$ cat config.mk
export PLATFORM = sky130hd
export DESIGN_NAME = dvft_cell
export DESIGN_NICKNAME = d
export VERILOG_FILES = /design/src/sv/dvft_pkg.sv /design/src/sv/dvft_cell.sv
export SDC_FILE = /design/constraint.sdc
export NUM_CORES = 1
export LEC_CHECK = 0
export ABC_AREA = 1
export BUFFER_PORTS_ARGS = -buffer_cell sky130_fd_sc_hd__buf_4
export CORE_UTILIZATION = 25
export DETAILED_ROUTE_END_ITERATION = 12
export PLACE_DENSITY = 0.42
export SYNTH_ARGS = -nofsm -noshare
export SYNTH_HDL_FRONTEND = slang
export SYNTH_SLANG_ARGS = --single-unit
$ cat constraint.sdc
create_clock -name clk -period 4.5 [get_ports clk]
set_clock_uncertainty 0.05 [all_clocks]
set_input_delay 0.9 -clock clk [delete_from_list [all_inputs] [get_ports clk]]
set_output_delay 0.9 -clock clk [all_outputs]
set_load 0.1 [all_outputs]
$ cat src/sv/dvft_pkg.sv
// Shared types and constants for the distinct vector frequency table.
// Holds the request, result and search-wave structs and the operation codes.
// No dependencies.
`default_nettype none
package dvft_pkg;

  localparam int KEY_FIELDS   = 4;
  localparam int FIELD_BITS   = 16;
  localparam int MAX_DIMS     = 4;
  localparam int DIMS_LIMIT   = (MAX_DIMS < KEY_FIELDS) ? MAX_DIMS : KEY_FIELDS;
  localparam int DEF_ENTRIES  = 256;
  localparam int DEF_KEY_BITS = 16;

  localparam logic [2:0] KEY_DIMS_RESET = 3'd4;

  localparam logic [1:0] OP_INSERT = 2'd0;
  localparam logic [1:0] OP_LOOKUP = 2'd1;
  localparam logic [1:0] OP_CLEAR  = 2'd2;

  typedef struct packed {
    logic [1:0]  operation;
    logic [15:0] key_0;
    logic [15:0] key_1;
    logic [15:0] key_2;
    logic [15:0] key_3;
    logic [15:0] weight;
  } request_t;

  typedef struct packed {
    logic [7:0]  entry_index;
    logic        found;
    logic        table_full;
    logic [31:0] frequency;
    logic [8:0]  distinct_count;
  } result_t;

  // One request travelling down the row of entry cells.
  typedef struct packed {
    logic                                   valid;
    logic                                   insert;
    logic [KEY_FIELDS-1:0][FIELD_BITS-1:0]  key;
    logic [15:0]                            weight;
    logic                                   resolved;
    logic                                   found;
    logic [7:0]                             index;
    logic [31:0]                            frequency;
  } wave_t;

endpackage
`default_nettype wire

$ cat src/sv/dvft_cell.sv
// One entry cell of the table: stores a key and its frequency, compares the
// passing request and hands it on to the next cell. Depends on dvft_pkg.
`default_nettype none
module dvft_cell
  import dvft_pkg::*;
#(
  parameter int ENTRIES  = DEF_ENTRIES,
  parameter int KEY_BITS = DEF_KEY_BITS,
  parameter int INDEX    = 0
) (
  input  wire logic                                 clk,
  input  wire logic                                 rst,
  input  wire wave_t                                wave_in,
  input  wire logic [$clog2(ENTRIES+1)-1:0]         used,
  input  wire logic [KEY_FIELDS-1:0]                dim_mask,
  output wave_t                                     wave_out
);

  localparam int CNT_W = $clog2(ENTRIES + 1);
  localparam int SKB   = (KEY_BITS < FIELD_BITS) ? KEY_BITS : FIELD_BITS;
  localparam logic [CNT_W-1:0] MY_INDEX = CNT_W'(INDEX);
  localparam logic [7:0]       MY_INDEX8 = 8'(INDEX);

  logic [KEY_FIELDS-1:0][SKB-1:0] key_store;
  logic [31:0]                    freq;

  wave_t                 wave_next;
  logic [KEY_FIELDS-1:0] eq;
  logic                  live;
  logic                  match;
  logic                  is_append;
  logic [32:0]           sum;
  logic [31:0]           sat;
  logic                  key_we;
  logic                  freq_we;
  logic [31:0]           freq_wdata;

  always_comb begin
    for (int d = 0; d < KEY_FIELDS; d++) begin
      eq[d] = (key_store[d] == wave_in.key[d][SKB-1:0]);
    end
    live      = (MY_INDEX < used);
    match     = &(~dim_mask | eq);
    is_append = (MY_INDEX == used);
    sum       = {1'b0, freq} + {17'b0, wave_in.weight};
    sat       = sum[32] ? 32'hFFFF_FFFF : sum[31:0];
  end

  always_comb begin
    wave_next  = wave_in;
    key_we     = 1'b0;
    freq_we    = 1'b0;
    freq_wdata = sat;
    if (wave_in.valid && !wave_in.resolved) begin
      if (live && match) begin
        wave_next.resolved = 1'b1;
        wave_next.found    = 1'b1;
        wave_next.index    = MY_INDEX8;
        if (wave_in.insert) begin
          wave_next.frequency = sat;
          freq_we             = 1'b1;
        end else begin
          wave_next.frequency = freq;
        end
      end else if (wave_in.insert && is_append) begin
        wave_next.resolved  = 1'b1;
        wave_next.index     = MY_INDEX8;
        wave_next.frequency = {16'b0, wave_in.weight};
        key_we              = 1'b1;
        freq_we             = 1'b1;
        freq_wdata          = {16'b0, wave_in.weight};
      end
    end
  end

  always_ff @(posedge clk) begin
    if (key_we) begin
      for (int d = 0; d < KEY_FIELDS; d++) begin
        key_store[d] <= wave_in.key[d][SKB-1:0];
      end
    end
    if (freq_we) begin
      freq <= freq_wdata;
    end
  end

  always_ff @(posedge clk) begin
    if (rst) begin
      wave_out <= '0;
    end else begin
      wave_out <= wave_next;
    end
  end

endmodule
`default_nettype wire

==> run summary, run 1 <==
The flow ran to the end, and the final reports show no timing, DRC or antenna violations. The area share of xor/xnor cells in the synthesized design came out at under 10%. The vias per cell came out at roughly 4.2. The tool flagged a number of max-cap violations equal to 0. The clock sink count came out at 220. The setup slack on the worst flop-to-flop path came out at between 1.5 and 2 ns.

The number of synthesis warnings is 0. The full die area is roughly 0.044 sq mm. The cell repeated most along the worst path is sky130_fd_sc_hd__nand2_1. The type of element launching the critical path is an input port. The worst register-to-register path begins at freq[0]. The net total in the final layout came out at between 1500 and 2000.

The adder and majority cell fraction of the synthesized area came out at slightly above 2%. Synthesis produced a netlist with a net count of approximately 1600. The sequential cells in the finished layout cover a total of ~0.0054 sq mm. The last weighted congestion value of the routability-driven placer is 0.886.

The wire length of the first global-routing pass came out at roughly 53000 um. The part of the total power dissipated in the clock network came out at between 40% and 50%. The area fraction in and, or, nand and nor cells after synthesis is about a third.

The endpoint identified for the worst register-to-register timing path is wave_out[2]. The die width is between 200 and 250 um. Summed over all layers, the routed wires come to ~35000 um. The largest net degree at the start of global routing is 97. Setup repair after global routing left no endpoint under its margin.

The number of flops mapped to enable cells by yosys is 96. The total overflow reported by the global router came out at 0. The arrival time at the worst endpoint came out at ~3.3 ns. The required time of the worst setup path came out at around 4.9 ns. The signed area change from the synthesized netlist to the final layout came out at 32.8%. The number of endpoints with negative hold slack in the final report is 0. The fill cell total of the finished layout is roughly 4600. The post-synthesis async set-or-reset flop share came out at 0%. Among all stages on the critical path, the largest delay is contributed by sky130_fd_sc_hd__nand2_4.

The number of resized instances in the post-cts repair step is 0. The post-place setup slack came out at ~0.98 ns. In this design, the stage delay of the slowest critical-path cell is 0.45 ns.

The worst path meets setup with 1.59 ns of slack. The minimum period implied by the final worst setup slack is between 2 and 3 ns. The capture endpoint of the worst hold path is key_store[1]. The core region is around 0.042 sq mm. Once detail routing completed, the nets flagged for antenna violations numbered 0. The maximum level of the CTS H-tree came out at 1.

The worst reg2reg path depth came out at 16. The HPWL after detailed placement came out at 25100 um. Summed over all cells, the static leakage comes to around 7.5 nW. The floorplan has 75 rows.

The power dissipated by switching net loads is roughly 1.7 mW. The element type at the critical path end is a flop. The cell count after synthesis came out at about 1500. The netlist area before placement is roughly 0.011 sq mm. In this run, synthesis produced a sequential element count of 220. The fraction of power consumed by sequential logic came out at 38.9%. In this run the deepest clock path goes through 3 buffers. The proportion of power drawn by combinational gates came out at between 10% and 20%. The clock latency of the later-clocked register in the worst-skew pair came out at ~0.58 ns. The filler-free cell count of the finished design is approximately 2300. The number of antenna violations at the first check in global routing is 1. The total chip power is 5.58 mW. The clock slew seen by the registers of the worst setup and hold paths came out at around 0.060 ns.

The final routed wire length divided by cell count came out at roughly 15 um. Counting the buffers created by CTS gives 28. The fraction of layout cells with a size suffix above 1 is between 20% and 30%. The max-slew violation total from the final report is 0. The top achievable clock speed came out at 0.344 GHz. The power density relative to cell area came out at between 300 and 400 mW/mm^2.

Measured against the total synthesized area, the mux share comes to 0%. In this run the mean area of a mapped cell was approximately 7.4 sq um. The top-level I/O count came out at between 200 and 300.

The final design instance area without fill is between 0.01 and 0.015 sq mm. By area, the combinational part of the netlist is dominated by simple AND/OR/NAND/NOR gates. The total number of vias came out at roughly 9700. The effective utilization at floorplan is about a quarter.

The global-route usage over all layers is ~16%. The detailed-route DRC error count came out at 0. The die boundary height is between 200 and 250 um. The number of antenna repair diodes came out at 0. The CTS root buffer is sky130_fd_sc_hd__clkbuf_16. The maximum net fanout on the critical path came out at 44.

The signal on the critical path passes through buf_4, ha_1, fa_1, nand2_2, o21ai_2, nand2_1, nand2_1, nand2_1, nand2_2, nand2_4, o21ai_0, nand2_1, nand2_1, nand2_1, nand3_1, nand2_1, inv_1. Among all flip-flop cells after synthesis, the most frequent one is sky130_fd_sc_hd__dfxtp_1. The area of the multi-input gates came out at 0.00423 sq mm.

The source of the worst hold timing path is wave_in[59]. The worst relative slew slack came out at a little over a quarter. The internal cell power is just under 4 mW. The final-report setup violation count came out at 0.

The fraction of the mapped netlist area in compound gates came out at about 4.0%. Once the clock tree was built, the setup fixing pass inserted 0 buffers. The worst vdd rail ir drop came out at around 0.00034 V. TritonCTS built the clock tree. The hold buffer count at cts is 0.

After synthesis, flip-flops and latches occupy between 40% and 50% of the total area. The number of port buffers is approximately 260. The placed instances occupy a cell area of 0.0133 sq mm.

The first detailed-routing pass took 5 iterations. The critical path is of the in -> reg type. The number of global-route vias before repair came out at around 9400. The final setup TNS is 0 ns. The min-delay analysis places its worst path in the category in -> reg. The share of the clock period used by the worst path is 64.6%. The actual transition at the worst max-transition pin came out at 1.08 ns. The number of library cell types mapped by synthesis is 38. The detailed router's first-iteration violation count came out at 489. After detailed placement, the design holds a cell count of 2227. The switching share of total power came out at around 30%. The cell count of the worst hold path is 1.
cells in the final DEF, fill, tap and decap left out, types with 2 or more instances in the layout:
cell type,Yosys,routed
sky130_fd_sc_hd__nor2_2,3,3
sky130_fd_sc_hd__a21oi_1,32,31
sky130_fd_sc_hd__o21ai_0,25,25
sky130_fd_sc_hd__nor2_4,3,4
sky130_fd_sc_hd__nand2_4,2,2
sky130_fd_sc_hd__nand2_1,484,484
sky130_fd_sc_hd__nand4_1,22,22
sky130_fd_sc_hd__o21a_1,2,2
sky130_fd_sc_hd__nand3_1,79,79
sky130_fd_sc_hd__nand2_2,12,12
sky130_fd_sc_hd__nor2_1,190,189
sky130_fd_sc_hd__xor2_1,19,19
sky130_fd_sc_hd__ha_1,16,16
sky130_fd_sc_hd__clkinv_1,1,5
sky130_fd_sc_hd__nor3_2,2,2
sky130_fd_sc_hd__bufinv_16,0,5
sky130_fd_sc_hd__clkinvlp_4,0,2
sky130_fd_sc_hd__edfxtp_1,96,96
sky130_fd_sc_hd__inv_2,9,9
sky130_fd_sc_hd__clkbuf_1,20,3
sky130_fd_sc_hd__clkbuf_16,0,29
sky130_fd_sc_hd__buf_12,0,2
sky130_fd_sc_hd__a31oi_1,8,8
sky130_fd_sc_hd__clkinv_2,0,6
sky130_fd_sc_hd__o21ai_1,12,12
sky130_fd_sc_hd__inv_1,253,253
sky130_fd_sc_hd__nand3_2,6,6
sky130_fd_sc_hd__buf_4,1,267
sky130_fd_sc_hd__nor3_1,9,9
sky130_fd_sc_hd__dfxtp_1,124,124
power groups by stage:
stage	clock network [mW]	registers, mW	logic [mW]
final	2.42	2.17	0.992
after global routing	2.58	2.17	1.06
after detailed placement	0	2.21	1.00
after floorplan	0	2.66	0.241
after CTS	2.51	2.17	1.00
after global placement	0	2.21	0.998
stage by stage:
step / hold slack [ns] / util (%)
2_1_floorplan: 0.567 / -
3_3_place_gp: 0.610 / 31.5
3_5_place_dp: 0.628 / 31.5
4_1_cts: 0.425 / 33.9
5_1_grt: 0.444 / 33.9
6_report: 0.466 / 33.9
metal layers:
| layer | vias up | GRT usage (%) | part of all wire, % |
|---|---|---|---|
| met4 | 2 | 4.13 | 2.1 |
| met1 | 4379 | 20.0 | 44 |
| met2 | 256 | 25.7 | 46 |
| met3 | 47 | 4.52 | 7.8 |
| met5 | - | 0 | 0.040 |
| li1 | 4991 | - | - |
kinds of logic (layout without fill, tap and decap cells):
group	after synthesis	in the layout
AOI/OAI and AO/OA	82	82
xor gates and xnor gates	19	19
adders and majority gates	17	17
buffers and inverters	300	584
DFF	220	220
and+or+nand+nor	818	818
area by class of cell:
class                   count  area share (%)
inverters                 263            6.90
flip-flops and latches    220            37.5
multi-input cells         936            29.6
clock buffers              33            5.25
repair buffers            269            14.3
clock inverters            19            1.72
well taps                 539            4.72
cells in the mapped netlist (2+ instances only):
cell | instances | area [sq um]
sky130_fd_sc_hd__nor2_2 | 3 | 18.8
sky130_fd_sc_hd__buf_6 | 6 | 67.6
sky130_fd_sc_hd__dfxtp_1 | 124 | 2480
sky130_fd_sc_hd__nand3_1 | 79 | 395
sky130_fd_sc_hd__o21ai_0 | 25 | 125
sky130_fd_sc_hd__ha_1 | 16 | 200
sky130_fd_sc_hd__nor2_1 | 190 | 713
sky130_fd_sc_hd__inv_1 | 253 | 950
sky130_fd_sc_hd__nand3_2 | 6 | 60.1
sky130_fd_sc_hd__clkbuf_1 | 20 | 75.1
sky130_fd_sc_hd__a31oi_1 | 8 | 50.1
sky130_fd_sc_hd__nor3_1 | 9 | 45.0
sky130_fd_sc_hd__o21ai_1 | 12 | 60.1
sky130_fd_sc_hd__inv_2 | 9 | 33.8
sky130_fd_sc_hd__nand4_1 | 22 | 138
sky130_fd_sc_hd__nand2_4 | 2 | 22.5
sky130_fd_sc_hd__nand2_2 | 12 | 75.1
sky130_fd_sc_hd__buf_1 | 2 | 7.51
sky130_fd_sc_hd__nor2_4 | 3 | 33.8
sky130_fd_sc_hd__a21oi_1 | 32 | 160
sky130_fd_sc_hd__nand2_1 | 484 | 1820
sky130_fd_sc_hd__edfxtp_1 | 96 | 2880
sky130_fd_sc_hd__xor2_1 | 19 | 166
sky130_fd_sc_hd__nor3_2 | 2 | 20.0
sky130_fd_sc_hd__buf_2 | 8 | 40.0
sky130_fd_sc_hd__o21a_1 | 2 | 15.0
sequential cells by signal, indices dropped and copies added (netlist names):
name and flops:
freq 32, key_store 64, wave_out 124
worst max-delay path: cells and delay by family:
family                   cells  cell delay [ns]
adder cells (fa/ha/maj)      2             0.66
AND/OR/NAND/NOR             11             1.24
AO/OA/AOI/OAI                2             0.33
buffers and inverters        2             0.16
how the worst max path moves through the flow:
stage                 start           to  slack [ns]  cells past startpoint
5_1_grt             freq[0]  wave_out[2]        1.29                     16
4_1_cts         wave_in[42]  wave_out[2]        1.60                     17
2_1_floorplan  wave_in[118]      freq[0]        0.44                     15
3_5_place_dp    wave_in[42]  wave_out[2]        0.98                     17
3_3_place_gp    wave_in[42]  wave_out[2]        1.02                     17
6_report        wave_in[42]  wave_out[2]        1.59                     17
(Power assumes the default switching activity.)
==> run 2: changes to the inputs <==
--- a/config.mk
+++ b/config.mk
@@ -9,7 +9,7 @@
 export BUFFER_PORTS_ARGS = -buffer_cell sky130_fd_sc_hd__buf_4
 export CORE_UTILIZATION = 25
 export DETAILED_ROUTE_END_ITERATION = 12
-export PLACE_DENSITY = 0.42
+export PLACE_DENSITY = 0.44
 export SYNTH_ARGS = -nofsm -noshare
 export SYNTH_HDL_FRONTEND = slang
 export SYNTH_SLANG_ARGS = --single-unit
==> constraint.sdc (replaced) <==
create_clock -name clk -period 2.53 [get_ports clk]
set_clock_uncertainty 0.05 [all_clocks]
set_input_delay 0.506 -clock clk [delete_from_list [all_inputs] [get_ports clk]]
set_output_delay 0.506 -clock clk [all_outputs]
set_load 0.1 [all_outputs]
==> run 2 against run 1 <==
Compared with the run above:
- final cell count grew 2.1%
- clock power grew 66%
- routed wire length grew 1.8%
- first-iteration DRC count grew 8.4%
==> run summary, run 2 (synthesized netlist as in run 1, its figures left out) <==
The total number of vias is 9791 (+1.2%). The net total in the final layout is 1922 (+2.6%). The run finished with clean final reports.

The number of global-route vias before repair came out at 9525 (+1.6%). The post-place setup slack was -0.0861 ns (-1.07 ns). The final antenna-violating net count came out at 0 (unchanged).

The final-report setup violation count was 0 (unchanged). The worst path setup slack after routing is 0.180 ns (-1.41 ns). The TritonCTS clock tree is built.

The top-level I/O count is 263 (unchanged). The arrival time at the worst endpoint came out at 2.72 ns (-0.61 ns). The number of endpoints with negative hold slack in the final report came out at 0 (unchanged). The floorplan core area came out at 0.0422 sq mm (unchanged). The number of antenna violations at the first check in global routing is 0 (-1). The area of the multi-input gates is 0.00428 sq mm (+1.2%). The required time of the worst setup path is 2.90 ns (-2.02 ns).

The max-slew violation total from the final report came out at 0 (unchanged). The maximum net fanout on the critical path is 4 (-91%). The last weighted congestion value of the routability-driven placer is 0.852 (-3.9%).

The maximum level of the CTS H-tree came out at 1 (unchanged). The share of the clock period used by the worst path came out at between 90% and 100%. The top register by number of flip-flops is wave_out.

The HPWL after detailed placement is 26400 um (+5.1%). The standard-cell row count came out at 75 (unchanged). The fraction of layout cells with a size suffix above 1 came out at 23.8% (+3.3 points). The clock slew seen by the registers of the worst setup and hold paths came to 0.06 ns (about the same).

The max-cap violation count came out at 0 (unchanged). The maximum count of clock buffers along a single path came out at 3 (unchanged). The global-route usage over all layers is 15.8% (+0.21 points). The power density relative to cell area is 658 mW/mm^2 (+69%). The worst vdd rail ir drop is 0.000590 V (+75%). The final setup TNS is 0 ns (unchanged).

The detailed-route DRC error count is 0 (unchanged). The effective utilization at floorplan came out at 25.5% (unchanged). The worst relative slew slack came out at 67.1% (+40 points). The largest net degree at the start of global routing is 65 (-33%). The register cell area after layout came out at 0.00537 sq mm (unchanged). The detailed router's first-iteration violation count came out at 530 (+8.4%). The detailed-routing iteration count for the pre-antenna-repair pass came out at 5 (unchanged). The TritonCTS buffer count is 28 (unchanged). The type of the worst min-delay path is in -> reg.

The cell sitting at the root of the clock tree is a sky130_fd_sc_hd__clkbuf_16. The number of port buffers came out at 262 (unchanged). The wire length of the first global-routing pass is 53800 um (+0.96%). The signed area change from the synthesized netlist to the final layout is 37.0%.

The die width came out at 210 um (unchanged). The number of antenna repair diodes is 0 (unchanged). The final routed wire length divided by cell count is 15.2 um (-0.23%). The top achievable clock speed came out at ~0.43 GHz. Setup repair after global routing left no endpoint under its margin. The full die area came out at 0.0439 sq mm (unchanged). The total overflow reported by the global router is 0 (unchanged). The type of element launching the critical path is a flop. The element type at the critical path end is a flop. The clock sink count was 220 (unchanged). The vias per cell was 4.21 (-0.85%).

The post-detailed-routing wire length is 35300 um (+1.8%). The leakage component of the power is 7.73 nW (+3.3%). The top cell types in the final layout, fill and taps aside, are sky130_fd_sc_hd__nand2_1 (477), sky130_fd_sc_hd__buf_4 (307), sky130_fd_sc_hd__inv_1 (243), sky130_fd_sc_hd__nor2_1 (188), sky130_fd_sc_hd__dfxtp_1 (124). For the finished layout, the period the worst path requires is between 2 and 2.5 ns.

The largest registers in the layout are wave_out (124), key_store (64), freq (32). The clock latency of the later-clocked register in the worst-skew pair was 0.56 ns (-0.02 ns). The commonest non-fill, non-tap cell in the layout is sky130_fd_sc_hd__nand2_1.

The die boundary height is 210 um (unchanged). The number of flip-flops in the largest register is 124 (unchanged). The fill cell total of the finished layout is 4517 (-1.7%).

The actual transition at the worst max-transition pin came out at 0.494 ns (-0.590 ns). The kind of critical path is reg -> reg.
run 2: worst paths after layout:
check                from             to  slack (ns)  cells after the start
max              freq[11]   wave_out[29]        0.18                     14
min          wave_in[118]  key_store[60]        0.09                      1
max reg2reg      freq[11]   wave_out[29]        0.18                     14
min reg2reg      freq[10]   wave_out[10]        0.62                      6
run 2: routing by layer:
layer  share of wire (%)  global-route usage, %  routed length (um)
met5                   0                      0                   0
met4                 2.9                   4.86                1010
met3                 5.3                   3.13                1890
met2                  45                   25.7               15900
met1                  47                   21.2               16400
run 2: per-stage QoR:
stage / hold WS (ns) / std cells / total power [mW] / cell area [sq um] / utilization (%)
2_1_floorplan: 0.555 / 1456 / 5.17 / 10800 / -
3_3_place_gp: 0.616 / 2272 / 5.76 / 13800 / 32.6
3_5_place_dp: 0.622 / 2272 / 5.77 / 13800 / 32.6
4_1_cts: 0.0518 / 2323 / 9.88 / 14700 / 34.8
5_1_grt: 0.0596 / 2326 / 10.1 / 14800 / 34.9
6_report: 0.0876 / 2326 / 9.71 / 14800 / 34.9
run 2: critical path: stages, from the launching register on:
cell	delay (ns)
sky130_fd_sc_hd__edfxtp_1	0.40
sky130_fd_sc_hd__ha_1	0.35
sky130_fd_sc_hd__buf_4	0.16
sky130_fd_sc_hd__nand2_1	0.15
sky130_fd_sc_hd__inv_1	0.06
sky130_fd_sc_hd__nand2_1	0.07
sky130_fd_sc_hd__nand2_1	0.07
sky130_fd_sc_hd__a21oi_1	0.17
sky130_fd_sc_hd__nand2_1	0.18
sky130_fd_sc_hd__nand2_1	0.13
sky130_fd_sc_hd__nand2_1	0.07
sky130_fd_sc_hd__nand2_1	0.08
sky130_fd_sc_hd__nand4_1	0.08
sky130_fd_sc_hd__nand3_1	0.12
sky130_fd_sc_hd__a21oi_1	0.07
run 2: layout make-up:
cell class / instances / share of cell area (%)
inverter: 263 / 6.84
clock inverter: 15 / 0.916
sequential: 220 / 36.4
clock buffer: 36 / 5.31
tap: 539 / 4.57
multi-input combinational: 936 / 29.0
timing repair buffer: 317 / 17.0
run 2: where the power goes:
group / switching, mW / internal [mW] / total [mW]
clock network: 1.64 / 2.38 / 4.02
logic: 1.33 / 0.495 / 1.82
registers: 0.0365 / 3.82 / 3.86
run 2: what timing repair did:
action                                  in CTS  in global routing
hold buffers                                 0                  0
resized for setup                            0                  8
buffers inserted                             0                  3
endpoints found under the setup margin       0                 19
==> run 3: changes to the inputs <==
--- a/config.mk
+++ b/config.mk
@@ -6,7 +6,7 @@
 export NUM_CORES = 1
 export LEC_CHECK = 0
 export ABC_AREA = 1
-export BUFFER_PORTS_ARGS = -buffer_cell sky130_fd_sc_hd__buf_4
+export BUFFER_PORTS_ARGS = -buffer_cell sky130_fd_sc_hd__buf_2
 export CORE_UTILIZATION = 25
 export DETAILED_ROUTE_END_ITERATION = 12
 export PLACE_DENSITY = 0.44
==> run 3 against run 2 <==
Compared with the run above:
- hold slack better by 0.0087 ns
- cell area shrank 4.1%
- non-clock buffer count rose by 15
- combinational power is 6% lower
- sequential power hardly changed
- die area is the same
- largest cell class unchanged
- largest power group unchanged
- highest routed layer unchanged
==> run summary, run 3 (synthesized netlist as in run 1, its figures left out) <==
The number of post-CTS setup repair buffers came out at 0 (unchanged). The worst setup path is launched from a flop. Counting flops per register, the top entry is wave_out. The fraction of layout cells with a size suffix above 1 came out at 24.3% (+0.44 points). The top cell types in the final layout, fill and taps aside, are sky130_fd_sc_hd__nand2_1 (478), sky130_fd_sc_hd__buf_2 (261), sky130_fd_sc_hd__inv_1 (243), sky130_fd_sc_hd__nor2_1 (189), sky130_fd_sc_hd__dfxtp_1 (124).

The total chip power is 9.44 mW (-2.8%). The fraction of power consumed by sequential logic came to 40.8% (+1.1 points). The total overflow reported by the global router is 0 (unchanged). The final antenna-violating net count is 0 (unchanged). The floorplan core area came out at 0.0422 sq mm (unchanged).

The total number of vias came out at 9814 (+0.23%). The standard-cell row count is 75 (unchanged). The part of the total power dissipated in the clock network is 41.0% (-0.5 points). STA classifies the critical path endpoint as a flop.

The post-detailed-routing wire length is 34400 um (-2.5%). The critical path is of the reg -> reg type. The die boundary height came to 210 um (unchanged).

The maximum level of the CTS H-tree came out at 1 (unchanged). The signed area change from the synthesized netlist to the final layout came out at 31.4%. The worst register-to-register path begins at freq[0]. The post-place setup slack came out at -0.177 ns (-0.0912 ns). The number of flip-flops in the largest register is 124 (unchanged).

The power dissipated by switching net loads was 2.97 mW (-1.3%). The net total in the final layout came to 1936 (+0.73%). The largest net degree at the start of global routing was 65 (unchanged). The maximum count of clock buffers along a single path came out at 3 (unchanged).

The timing startpoint of the critical path is freq[0]. The wire length of the first global-routing pass came to 52500 um (-2.4%). The required time of the worst setup path came out at 2.92 ns (+0.02 ns).

The root buffer cell chosen for the clock tree is sky130_fd_sc_hd__clkbuf_16. The arrival time at the worst endpoint is 2.76 ns (+0.04 ns). The run finished with clean final reports.

The largest registers in the layout are wave_out (124), key_store (64), freq (32). TritonCTS built the clock tree. The detailed router's first-iteration violation count came to 488 (-7.9%).

The number of endpoints with negative hold slack in the final report is 0 (unchanged). The share of the clock period used by the worst path is 93.7% (+0.81 points). The type of the worst min-delay path is in -> reg. The worst path setup slack after routing came to 0.160 ns (-0.0206 ns).

The proportion of power drawn by combinational gates is 18.1% (-0.7 points). The number of port buffers came to 262 (unchanged). The worst vdd rail ir drop came out at 0.000485 V (-18%). The top-level I/O count came out at 263 (unchanged).

The minimum period implied by the final worst setup slack is 2.37 ns (+0.0206 ns). The number of antenna violations at the first check in global routing is 3 (+3). The vias per cell came out at 4.19 (-0.45%). The power density relative to cell area is 667 mW/mm^2 (+1.4%). The clock sink count was 220 (unchanged). The die width came out at 210 um (unchanged). The max-slew violation total from the final report was 0 (unchanged).

The actual transition at the worst max-transition pin came out at 0.535 ns (+0.0410 ns). The detailed-route DRC error count came out at 0 (unchanged). The number of global-route vias before repair is 9390 (-1.4%). The TritonCTS buffer count is 27 (-3.6%). The final-report setup violation count is 0 (unchanged). The leakage component of the power is 7.61 nW (-1.5%).

The worst hold path begins at wave_in[76]. The top achievable clock speed came out at 0.422 GHz (-0.87%). The clock slew seen by the registers of the worst setup and hold paths is 0.06 ns (about the same). The last weighted congestion value of the routability-driven placer came out at 0.879 (+3.1%).

The HPWL after detailed placement came out at 25700 um (-2.6%). The post-layout utilization of the core is 33.5% (-1.4 points). The worst relative slew slack came out at 64.6% (-2.5 points). The maximum net fanout on the critical path is 4 (unchanged). The internal cell power was 6.47 mW (-3.4%). The final routed wire length divided by cell count is 14.7 um (-3.1%).

The hold buffer count at cts was 0 (unchanged). The detailed-routing iteration count for the pre-antenna-repair pass is 5 (unchanged). The global-route usage over all layers came out at 15.4% (-0.47 points).

The switching share of total power is 31.4% (+0.46 points). The max-cap violation count is 0 (unchanged). The clock latency of the later-clocked register in the worst-skew pair is 0.57 ns (about the same). The effective utilization at floorplan came out at 25.5% (unchanged).

The commonest non-fill, non-tap cell in the layout is sky130_fd_sc_hd__nand2_1. The full die area came out at 0.0439 sq mm (unchanged). Setup repair after global routing left no endpoint under its margin.
-- run 3: cell types whose count changed in the layout (fill, tap and decap cells not counted), sizes merged --
| cell | change |
|---|---|
| buf | +15 |
| bufinv | -1 |
| clkbuf | +2 |
| clkinvlp | -2 |
| diode | +3 |
| inv | -1 |
-- run 3: power groups by stage --
stage          logic, mW  clock network, mW  registers (mW)
2_1_floorplan      0.434                  0            4.74
3_3_place_gp        1.72                  0            3.93
3_5_place_dp        1.72                  0            3.93
4_1_cts             1.73               4.04            3.85
5_1_grt             1.83               4.17            3.86
6_report            1.71               3.87            3.85
-- run 3: final timing paths --
path         slack, ns             to  cells past startpoint
max reg2reg       0.16   wave_out[16]                     13
max               0.16   wave_out[16]                     13
min                0.1  key_store[18]                      1
min reg2reg       0.63    wave_out[8]                      6
-- run 3: layout make-up --
class | count | area (sq um)
Sequential cell | 220 | 5370
Inverter | 263 | 1010
Clock buffer | 38 | 787
Tap cell | 539 | 674
Antenna cell | 3 | 7.51
Timing Repair Buffer | 332 | 1940
Clock inverter | 11 | 93.8
Multi-Input combinational cell | 936 | 4270
Fill cell | 4575 | 28100
-- run 3: worst max-delay path, stage by stage (launching register included) --
cell and delay [ns]:
sky130_fd_sc_hd__edfxtp_1 0.38, sky130_fd_sc_hd__ha_1 0.23, sky130_fd_sc_hd__fa_1 0.41, sky130_fd_sc_hd__nand2_2 0.11
sky130_fd_sc_hd__o21ai_2 0.06, sky130_fd_sc_hd__nand2_1 0.06, sky130_fd_sc_hd__nand2_1 0.05, sky130_fd_sc_hd__nand2_1 0.07
sky130_fd_sc_hd__nand2_2 0.10, sky130_fd_sc_hd__buf_4 0.17, sky130_fd_sc_hd__o21ai_0 0.20, sky130_fd_sc_hd__nand2_1 0.07
sky130_fd_sc_hd__nand3_1 0.18, sky130_fd_sc_hd__a21oi_1 0.09
-- run 3: timing repair --
item                                   CTS  global route
gates resized for setup                  0             4
setup endpoints to repair                0            36
endpoints found under the hold margin    0             0
-- run 3: metal layers --
layer | vias to the layer above | track usage (%) | share of wire, %
met5 | - | 0 | 0
met4 | 0 | 4.78 | 2.3
met3 | 37 | 2.41 | 4.7
met2 | 212 | 25.0 | 45
met1 | 4443 | 20.9 | 48
li1 | 5122 | - | -
-- run 3: stage by stage --
step	hold slack [ns]	std cells	cell area (sq um)	setup TNS, ns
2_1_floorplan	0.555	1456	10800	-1.24
3_3_place_gp	0.621	2290	13200	-8.00
3_5_place_dp	0.619	2290	13200	-5.82
4_1_cts	0.0560	2339	14100	0
5_1_grt	0.0701	2341	14100	0
6_report	0.0963	2342	14200	0
